`src/mmn_pkg.sv`:
```
// ----------------------------------------------------------------------------
// mmn_pkg
// Shared types and constants for the min-max normalizer.
// ----------------------------------------------------------------------------
`default_nettype none

package mmn_pkg;

  localparam int unsigned SAMPLE_W = 32;
  localparam int unsigned FRAC_W   = 16;
  localparam int unsigned STEP_W   = $clog2(FRAC_W);

  localparam logic [FRAC_W-1:0] FRAC_MAX = {FRAC_W{1'b1}};

  // Sequencer states
  typedef enum logic [4:0] {
    S_LOAD  = 5'b00001,
    S_READ  = 5'b00010,
    S_START = 5'b00100,
    S_DIV   = 5'b01000,
    S_PUSH  = 5'b10000
  } seq_state_t;

  // Divider request: num / den with num <= den
  typedef struct packed {
    logic                start;
    logic [SAMPLE_W-1:0] num;
    logic [SAMPLE_W-1:0] den;
  } div_req_t;

  typedef struct packed {
    logic              done;
    logic [FRAC_W-1:0] quotient;
  } div_rsp_t;

endpackage : mmn_pkg

`default_nettype wire

```
`src/mmn_store.sv`:
```
// ----------------------------------------------------------------------------
// mmn_store
// Sample buffer: one write port, one read port with registered read data.
// ----------------------------------------------------------------------------
`default_nettype none

module mmn_store #(
  parameter int unsigned DEPTH  = 64,
  parameter int unsigned ADDR_W = 6
) (
  input  wire logic                         clk,
  input  wire logic                         wr_en,
  input  wire logic [ADDR_W-1:0]            wr_addr,
  input  wire logic [mmn_pkg::SAMPLE_W-1:0] wr_data,
  input  wire logic [ADDR_W-1:0]            rd_addr,
  output logic      [mmn_pkg::SAMPLE_W-1:0] rd_data
);
  import mmn_pkg::*;

  logic [SAMPLE_W-1:0] mem [DEPTH];

  always_ff @(posedge clk) begin
    if (wr_en) begin
      mem[wr_addr] <= wr_data;
    end
  end

  always_ff @(posedge clk) begin
    rd_data <= mem[rd_addr];
  end

endmodule : mmn_store

`default_nettype wire

```
`src/mmn_divider.sv`:
```
// ----------------------------------------------------------------------------
// mmn_divider
// Restoring fraction divider: num / den as Q0.16, one quotient bit a cycle.
// Requires num <= den; num == den saturates to all ones.
// ----------------------------------------------------------------------------
`default_nettype none

module mmn_divider (
  input  wire logic              clk,
  input  wire logic              rst,
  input  wire mmn_pkg::div_req_t req,
  output mmn_pkg::div_rsp_t      rsp
);
  import mmn_pkg::*;

  logic                busy;
  logic                done;
  logic                sat;
  logic [STEP_W-1:0]   step;
  logic [SAMPLE_W-1:0] rem;
  logic [SAMPLE_W-1:0] den;
  logic [FRAC_W-1:0]   quo;

  logic [SAMPLE_W:0]   rem_sh;
  logic [SAMPLE_W:0]   rem_diff;
  logic                fits;

  // remainder stays below den, so the shifted value needs one extra bit
  assign rem_sh   = {rem, 1'b0};
  assign rem_diff = rem_sh - {1'b0, den};
  assign fits     = (rem_sh >= {1'b0, den});

  always_ff @(posedge clk) begin
    if (rst) begin
      busy <= 1'b0;
      done <= 1'b0;
      step <= '0;
    end else begin
      done <= 1'b0;
      if (req.start) begin
        busy <= 1'b1;
        step <= '0;
      end else if (busy) begin
        step <= step + 1'b1;
        if (step == STEP_W'(FRAC_W - 1)) begin
          busy <= 1'b0;
          done <= 1'b1;
        end
      end
    end
  end

  always_ff @(posedge clk) begin
    if (req.start) begin
      rem <= req.num;
      den <= req.den;
      quo <= '0;
      sat <= (req.num == req.den);
    end else if (busy) begin
      if (fits) begin
        rem <= rem_diff[SAMPLE_W-1:0];
      end else begin
        rem <= rem_sh[SAMPLE_W-1:0];
      end
      quo <= {quo[FRAC_W-2:0], fits};
    end
  end

  assign rsp.done     = done;
  assign rsp.quotient = sat ? FRAC_MAX : quo;

endmodule : mmn_divider

`default_nettype wire

```
`src/min_max_normalizer.sv`:
```
// ----------------------------------------------------------------------------
// min_max_normalizer
// Buffers a block of signed Q16.16 samples, then emits each as
// (x - min) / (max - min) in unsigned Q0.16.
// ----------------------------------------------------------------------------
// Input channel (in_valid / in_stall): sample, last_sample. Samples are taken
// one per cycle while loading; the running min and max are kept on the fly.
// Up to BLOCK_DEPTH samples are stored, later ones are dropped and flag the
// block as overflowed. A sample with last_sample set ends the block.
// Output channel (out_valid / out_stall): one item per stored sample, in
// arrival order, with last_result on the final one.
// After the last sample, the sequencer reads each sample from the buffer and
// runs it through a shared 16-step restoring divider. Each result takes a
// buffer read, a divider load, the 16 steps, a done flag and an output load,
// plus any output stall. The input is stalled for the whole emission phase,
// so a new block loads only after the last result of a block is pushed.
// A stalled result holds in the output register and the sequencer waits.
// The last result of a block may sit in the output register while the next
// block loads. Reset empties the block and clears out_valid; no
// buffer clearing pass is needed.
// ----------------------------------------------------------------------------
`default_nettype none

module min_max_normalizer #(
  parameter int unsigned BLOCK_DEPTH = 64
) (
  input  wire logic                         clk,
  input  wire logic                         rst,
  input  wire logic                         in_valid,
  output logic                              in_stall,
  input  wire logic [mmn_pkg::SAMPLE_W-1:0] sample,
  input  wire logic                         last_sample,
  output logic                              out_valid,
  input  wire logic                         out_stall,
  output logic      [mmn_pkg::FRAC_W-1:0]   scaled_value,
  output logic                              degenerate,
  output logic                              overflowed,
  output logic                              last_result
);
  import mmn_pkg::*;

  localparam int unsigned ADDR_W = (BLOCK_DEPTH > 1) ? $clog2(BLOCK_DEPTH) : 1;
  localparam int unsigned CNT_W  = ADDR_W + 1;

  seq_state_t          state;
  seq_state_t          state_next;
  logic [CNT_W-1:0]    count;
  logic [ADDR_W-1:0]   idx;
  logic [SAMPLE_W-1:0] run_min;
  logic [SAMPLE_W-1:0] run_max;
  logic                drop;

  logic                in_fire;
  logic                room;
  logic                out_free;
  logic                push_fire;
  logic                idx_last;
  logic                degen;
  logic [SAMPLE_W-1:0] rd_data;
  div_req_t            div_req;
  div_rsp_t            div_rsp;

  assign in_stall  = (state != S_LOAD);
  assign in_fire   = in_valid && !in_stall;
  assign room      = (count < CNT_W'(BLOCK_DEPTH));
  assign out_free  = !out_valid || !out_stall;
  assign push_fire = (state == S_PUSH) && out_free;
  assign idx_last  = ({1'b0, idx} + 1'b1 == count);
  assign degen     = (run_min == run_max);

  // ---------------- sample buffer ----------------
  mmn_store #(
    .DEPTH  (BLOCK_DEPTH),
    .ADDR_W (ADDR_W)
  ) u_store (
    .clk     (clk),
    .wr_en   (in_fire && room),
    .wr_addr (count[ADDR_W-1:0]),
    .wr_data (sample),
    .rd_addr (idx),
    .rd_data (rd_data)
  );

  // ---------------- shared divider ----------------
  assign div_req.start = (state == S_START);
  assign div_req.num   = rd_data - run_min;
  assign div_req.den   = run_max - run_min;

  mmn_divider u_div (
    .clk (clk),
    .rst (rst),
    .req (div_req),
    .rsp (div_rsp)
  );

  // ---------------- sequencer ----------------
  always_comb begin
    state_next = state;
    unique case (state)
      S_LOAD: begin
        if (in_fire && last_sample) begin
          state_next = S_READ;
        end
      end
      S_READ:  state_next = S_START;
      S_START: state_next = S_DIV;
      S_DIV: begin
        if (div_rsp.done) begin
          state_next = S_PUSH;
        end
      end
      S_PUSH: begin
        if (out_free) begin
          state_next = idx_last ? S_LOAD : S_READ;
        end
      end
      default: state_next = S_LOAD;
    endcase
  end

  always_ff @(posedge clk) begin
    if (rst) begin
      state   <= S_LOAD;
      count   <= '0;
      idx     <= '0;
      run_min <= '0;
      run_max <= '0;
      drop    <= 1'b0;
    end else begin
      state <= state_next;
      if (in_fire) begin
        idx <= '0;
        if (room) begin
          count <= count + 1'b1;
          if (count == '0) begin
            run_min <= sample;
            run_max <= sample;
          end else begin
            if ($signed(sample) > $signed(run_max)) begin
              run_max <= sample;
            end
            if ($signed(sample) < $signed(run_min)) begin
              run_min <= sample;
            end
          end
        end else begin
          drop <= 1'b1;
        end
      end else if (push_fire) begin
        if (idx_last) begin
          count   <= '0;
          run_min <= '0;
          run_max <= '0;
          drop    <= 1'b0;
        end else begin
          idx <= idx + 1'b1;
        end
      end
    end
  end

  // ---------------- output register ----------------
  always_ff @(posedge clk) begin
    if (rst) begin
      out_valid <= 1'b0;
    end else if (push_fire) begin
      out_valid <= 1'b1;
    end else if (!out_stall) begin
      out_valid <= 1'b0;
    end
  end

  always_ff @(posedge clk) begin
    if (push_fire) begin
      scaled_value <= degen ? '0 : div_rsp.quotient;
      degenerate   <= degen;
      overflowed   <= drop;
      last_result  <= idx_last;
    end
  end

`ifndef SYNTHESIS
  a_count_bound: assert property (@(posedge clk) disable iff (rst)
    count <= CNT_W'(BLOCK_DEPTH))
    else $error("stored count exceeds buffer depth");

  a_min_le_max: assert property (@(posedge clk) disable iff (rst)
    (count != '0) |-> ($signed(run_min) <= $signed(run_max)))
    else $error("running min above running max");

  a_done_in_div: assert property (@(posedge clk) disable iff (rst)
    div_rsp.done |-> (state == S_DIV))
    else $error("divider finished outside divide state");

  a_valid_from_push: assert property (@(posedge clk) disable iff (rst)
    $rose(out_valid) |-> $past(state == S_PUSH))
    else $error("result presented without a push");

  a_emit_nonempty: assert property (@(posedge clk) disable iff (rst)
    (state == S_READ) |-> (count != '0))
    else $error("emission started with an empty block");
`endif

endmodule : min_max_normalizer

`default_nettype wire
```
`config.mk`:
```
export PLATFORM = sky130hd
export DESIGN_NAME = min_max_normalizer
export DESIGN_NICKNAME = d
export VERILOG_FILES = /design/src/mmn_pkg.sv /design/src/mmn_store.sv /design/src/mmn_divider.sv /design/src/min_max_normalizer.sv
export SDC_FILE = /design/constraint.sdc
export NUM_CORES = 2
export LEC_CHECK = 0
export BUFFER_PORTS_ARGS = -buffer_cell sky130_fd_sc_hd__buf_2
export CAP_MARGIN = 20
export CORE_AREA = 2 2 668 471
export CTS_CLUSTER_DIAMETER = 30
export CTS_CLUSTER_SIZE = 40
export DETAILED_ROUTE_END_ITERATION = 6
export DIE_AREA = 0 0 670 473
export PLACE_DENSITY = 0.45
export SLEW_MARGIN = 5
export SYNTH_ARGS = -nofsm -noshare
export SYNTH_HDL_FRONTEND = slang
export SYNTH_SLANG_ARGS = --single-unit
export TNS_END_PERCENT = 1
```
`constraint.sdc`:
```
create_clock -name clk -period 8.2 [get_ports clk]
set_input_delay 0.41 -clock clk [delete_from_list [all_inputs] [get_ports clk]]
set_output_delay 0.41 -clock clk [all_outputs]
set_load 0.1 [all_outputs]
```
==> key figures <==
Layout
  • Design area: ~110000 sq um
  • Share of cells above drive strength 1: 29.90%
  • P&R area growth vs syn: 22.36%
  • # nets final: about 5300
  • Fillers: 28660

Route
  • Drc violations: 0
  • Post-Route WL: between 200 and 300 mm
  • Routed wire per std cell: 30.66 microns
  • 1st-pass router iterations: 6
  • DR vias: a little under 50000
  • DR vias/cell: just over 5
  • DRT antenna net count: 0
  • DR iter-0 viols: roughly 5900

Power
  • Clock group share of total power: roughly half
  • Net Sw Frac: 25.89%
  • Sequential share of power: a little under two fifths
  • Static Leak: 36.13 nW
  • Cell Pwr Density: approximately 310 nW/um^2
  • Logic pwr share: between 10% and 20%
  • Psw: a little over 9 mW
  • Maximum vdd drop: 0.0001797 V
  • Power Internal: 26.05 mW

Timing
  • Post-layout min period: 4.878 ns
  • Worst Skew: roughly 0.052 ns
  • Final Setup Violations: 0
  • Worst slew pin tran: 1.250 ns
  • Hold Vio Cnt, Final: 0
  • Pins Over Slew Limit: 0
  • Fin crit share: about three fifths
  • RSZ-0062 raised after global routing: no
  • Setup TNS Final: 0 ns
  • Max Fclk: between 200 and 250 MHz
  • Rel. slew slack: between 10% and 20%

Yosys
  • Synthesized area per cell: 19.87 sq um
  • Seq cells post-synth: 2270
  • Net Count, Synth: 4874
  • Post-synthesis cell type count: 82
  • Cells after Synth: around 4700
  • Main synth FF type: edfxtp_1
  • Cell area after synthesis: between 90000 and 100000 sq um
  • Count leader, synth: edfxtp_1
  • Register area share after synthesis: a little under three quarters
  • Area leader, netlist: edfxtp_1
  • Synth area leaders: edfxtp_1, mux4_2, dfxtp_1
  • FFs w/ async S/R, synth: 0%
  • Synth warn: 0
  • Top-area cell type share of the netlist area: slightly below 70%
  • Top cells by count, synth: edfxtp_1, mux4_2, nor2_1
  • Post-synth EDFFs: 2132

Clock network
  • Clock latency on the worst-skew pair: just over 0.9 ns
  • CTS Root Cell: clkbuf_16
  • CTS Buf Count: slightly above 400
  • CTS tree: yes
  • Reg clk slew, reported paths: around 0.060 ns
  • Max clock buf depth: 4
  • TritonCTS sink count: about 2300
  • Setup bufs post-CTS: 0
  • H-tree Lvls: 5

GRT
  • First-pass GRT wire length: between 400 and 500 mm
  • Vias in the first global route: ~49000
  • Initial antenna violation count: 44
  • GRT Total Usage: 18.41%
  • Total congestion overflow: 0
  • Largest net degree at the start of global routing: about 140

Setup path
  • Classification of the worst setup path: reg -> reg
  • FF-to-FF Start: state[1]
  • Setup crit start: state[1]
  • Worst path required time: between 8 and 9 ns
  • Crit path largest cell delay: 1.00 ns
  • Worst Path Arrival: 5.40 ns
  • Setup crit start kind: register
  • FF-to-FF End: u_store.mem[9][21]
  • FF-to-FF path depth: 9
  • Critical path fanouts, max: 33
  • CP cell instances: nor3_1 > nand3_1 > inv_1 > buf_4 > nand2_1 > nor2_1 > nand3_1 > nor2_4 > buf_4
  • Critical path capture point type: register
  • Worst path slowest cell: nor2_4
  • Reg2reg setup slack: between 3 and 4 ns

Flow run
  • Number of max-cap violations: 0

Floorplan
  • Die H: 473 microns
  • # IOs: between 50 and 60
  • Die area: ~320000 sq um
  • Die Width: 670 microns
  • Core area: 311400 sq um
  • Rows: 172
  • Starting Density: between 20% and 30%

Place
  • Post-DP HPWL: around 180 mm
  • DP Area: about 99000 sq um
  • PortBufs: between 50 and 60
  • Final Wtd Congestion: just over 0.8

Hold path
  • Hold path cells: 1
  • HP Class: in -> reg
  • Hold path endpoint: u_store.mem[36][2]
  • Hold path startpoint: sample[2]

Outcome
  • Status: finished, final reports clean
[layout make-up]
type / instances / area, sq um / share of cell area (%)
sequential: 2270 / 66800 / 58.83
multi-input combinational: 2044 / 25140 / 22.14
clock buffer: 485 / 10830 / 9.537
tap: 4176 / 5225 / 4.601
clock inverter: 276 / 3238 / 2.851
timing repair buffer: 218 / 1707 / 1.503
inverter: 142 / 533.0 / 0.4694
antenna: 33 / 82.58 / 0.07272
[worst max-delay path by stage]
stage / end / cells past startpoint
finish: u_store.mem[9][21] / 9
global route: u_store.mem[13][31] / 9
CTS: u_store.mem[13][31] / 9
detailed placement: u_store.mem[9][8] / 9
global placement: u_store.mem[31][10] / 9
floorplan: u_store.mem[62][0] / 7
[worst max-delay path, delay by kind of cell, from the launching register on]
family / cells / cell delay, ns
simple gates: 6 / 3.04
buf+inv: 3 / 1.06
flops: 1 / 0.34
[layout by cell type (no fill, tap or decap), types with 15 or more instances in the layout]
cell / n
a211oi_1: 16
a21o_1: 55
a21oi_1: 138
and3_1: 36
buf_12: 15
buf_2: 57
buf_4: 140
bufinv_16: 59
clkbuf_1: 54
clkbuf_16: 417
clkinv_1: 63
clkinv_2: 54
clkinv_4: 25
clkinvlp_4: 45
dfxtp_1: 132
diode_2: 33
edfxtp_1: 2132
ha_1: 163
inv_1: 141
inv_6: 15
mux2i_1: 88
mux4_2: 672
nand2_1: 79
nand3_1: 35
nand4_1: 32
nor2_1: 231
nor2_4: 64
nor2b_1: 17
nor3_1: 33
o21ai_0: 59
o21bai_1: 15
xnor2_1: 72
xor2_1: 53
[what timing repair did]
| item | CTS | global route |
|---|---|---|
| hold buffers | 4 | 0 |
| resized for setup | 0 | 0 |
| hold endpoints to repair | 15 | 0 |
[power by group through the flow]
stage               Combinational (mW)  Clock (mW)  Sequential (mW)
floorplan                         2.99           0             13.4
global placement                  4.58           0             13.6
detailed placement                4.60           0             13.6
CTS                               4.62        17.5             13.3
global route                      5.01        18.0             13.3
finish                            4.61        17.2             13.3
[cells by family after synthesis]
kind of cell | count (synthesis) | synth area share (%)
and+or+nand+nor | 589 | 2.944
muxes | 761 | 17.27
AOI/OAI and AO/OA | 401 | 2.847
xor gates and xnor gates | 127 | 1.228
buffers and inverters | 357 | 1.490
DFF | 2270 | 71.96
adders and majority gates | 166 | 2.262
[registers in the layout (all words and copies together) (netlist names), 4 cells and up]
name / count
u_store.mem: 2048
run_max: 32
u_div.rem: 32
u_store.rd_data: 32
u_div.den: 32
run_min: 32
scaled_value: 16
idx: 6
count: 7
u_div.step: 4
state: 5
u_div.quo: 16
[layer usage]
layer | up-vias | global-route usage, % | share of wire, %
li1 | 20280 | - | -
met1 | 26630 | 27.92 | 46
met2 | 1930 | 26.68 | 43
met3 | 357 | 4.546 | 9.1
met4 | 10 | 3.689 | 1.8
met5 | - | 0 | 0.020
[per-stage QoR]
step	power (mW)	utilization [%]	hold slack, ns	setup WS (ns)	instances
5_1_grt	36.36	36.44	0.03214	3.085	9611
3_5_place_dp	18.16	31.90	0.4781	3.304	8845
3_3_place_gp	18.14	31.86	0.4733	2.990	8837
4_1_cts	35.41	36.43	0.01473	3.301	9610
6_report	35.15	36.47	0.06454	3.322	9644
2_1_floorplan	16.36	-	0.4090	3.783	4671
Power figures use the tool's default switching activity.
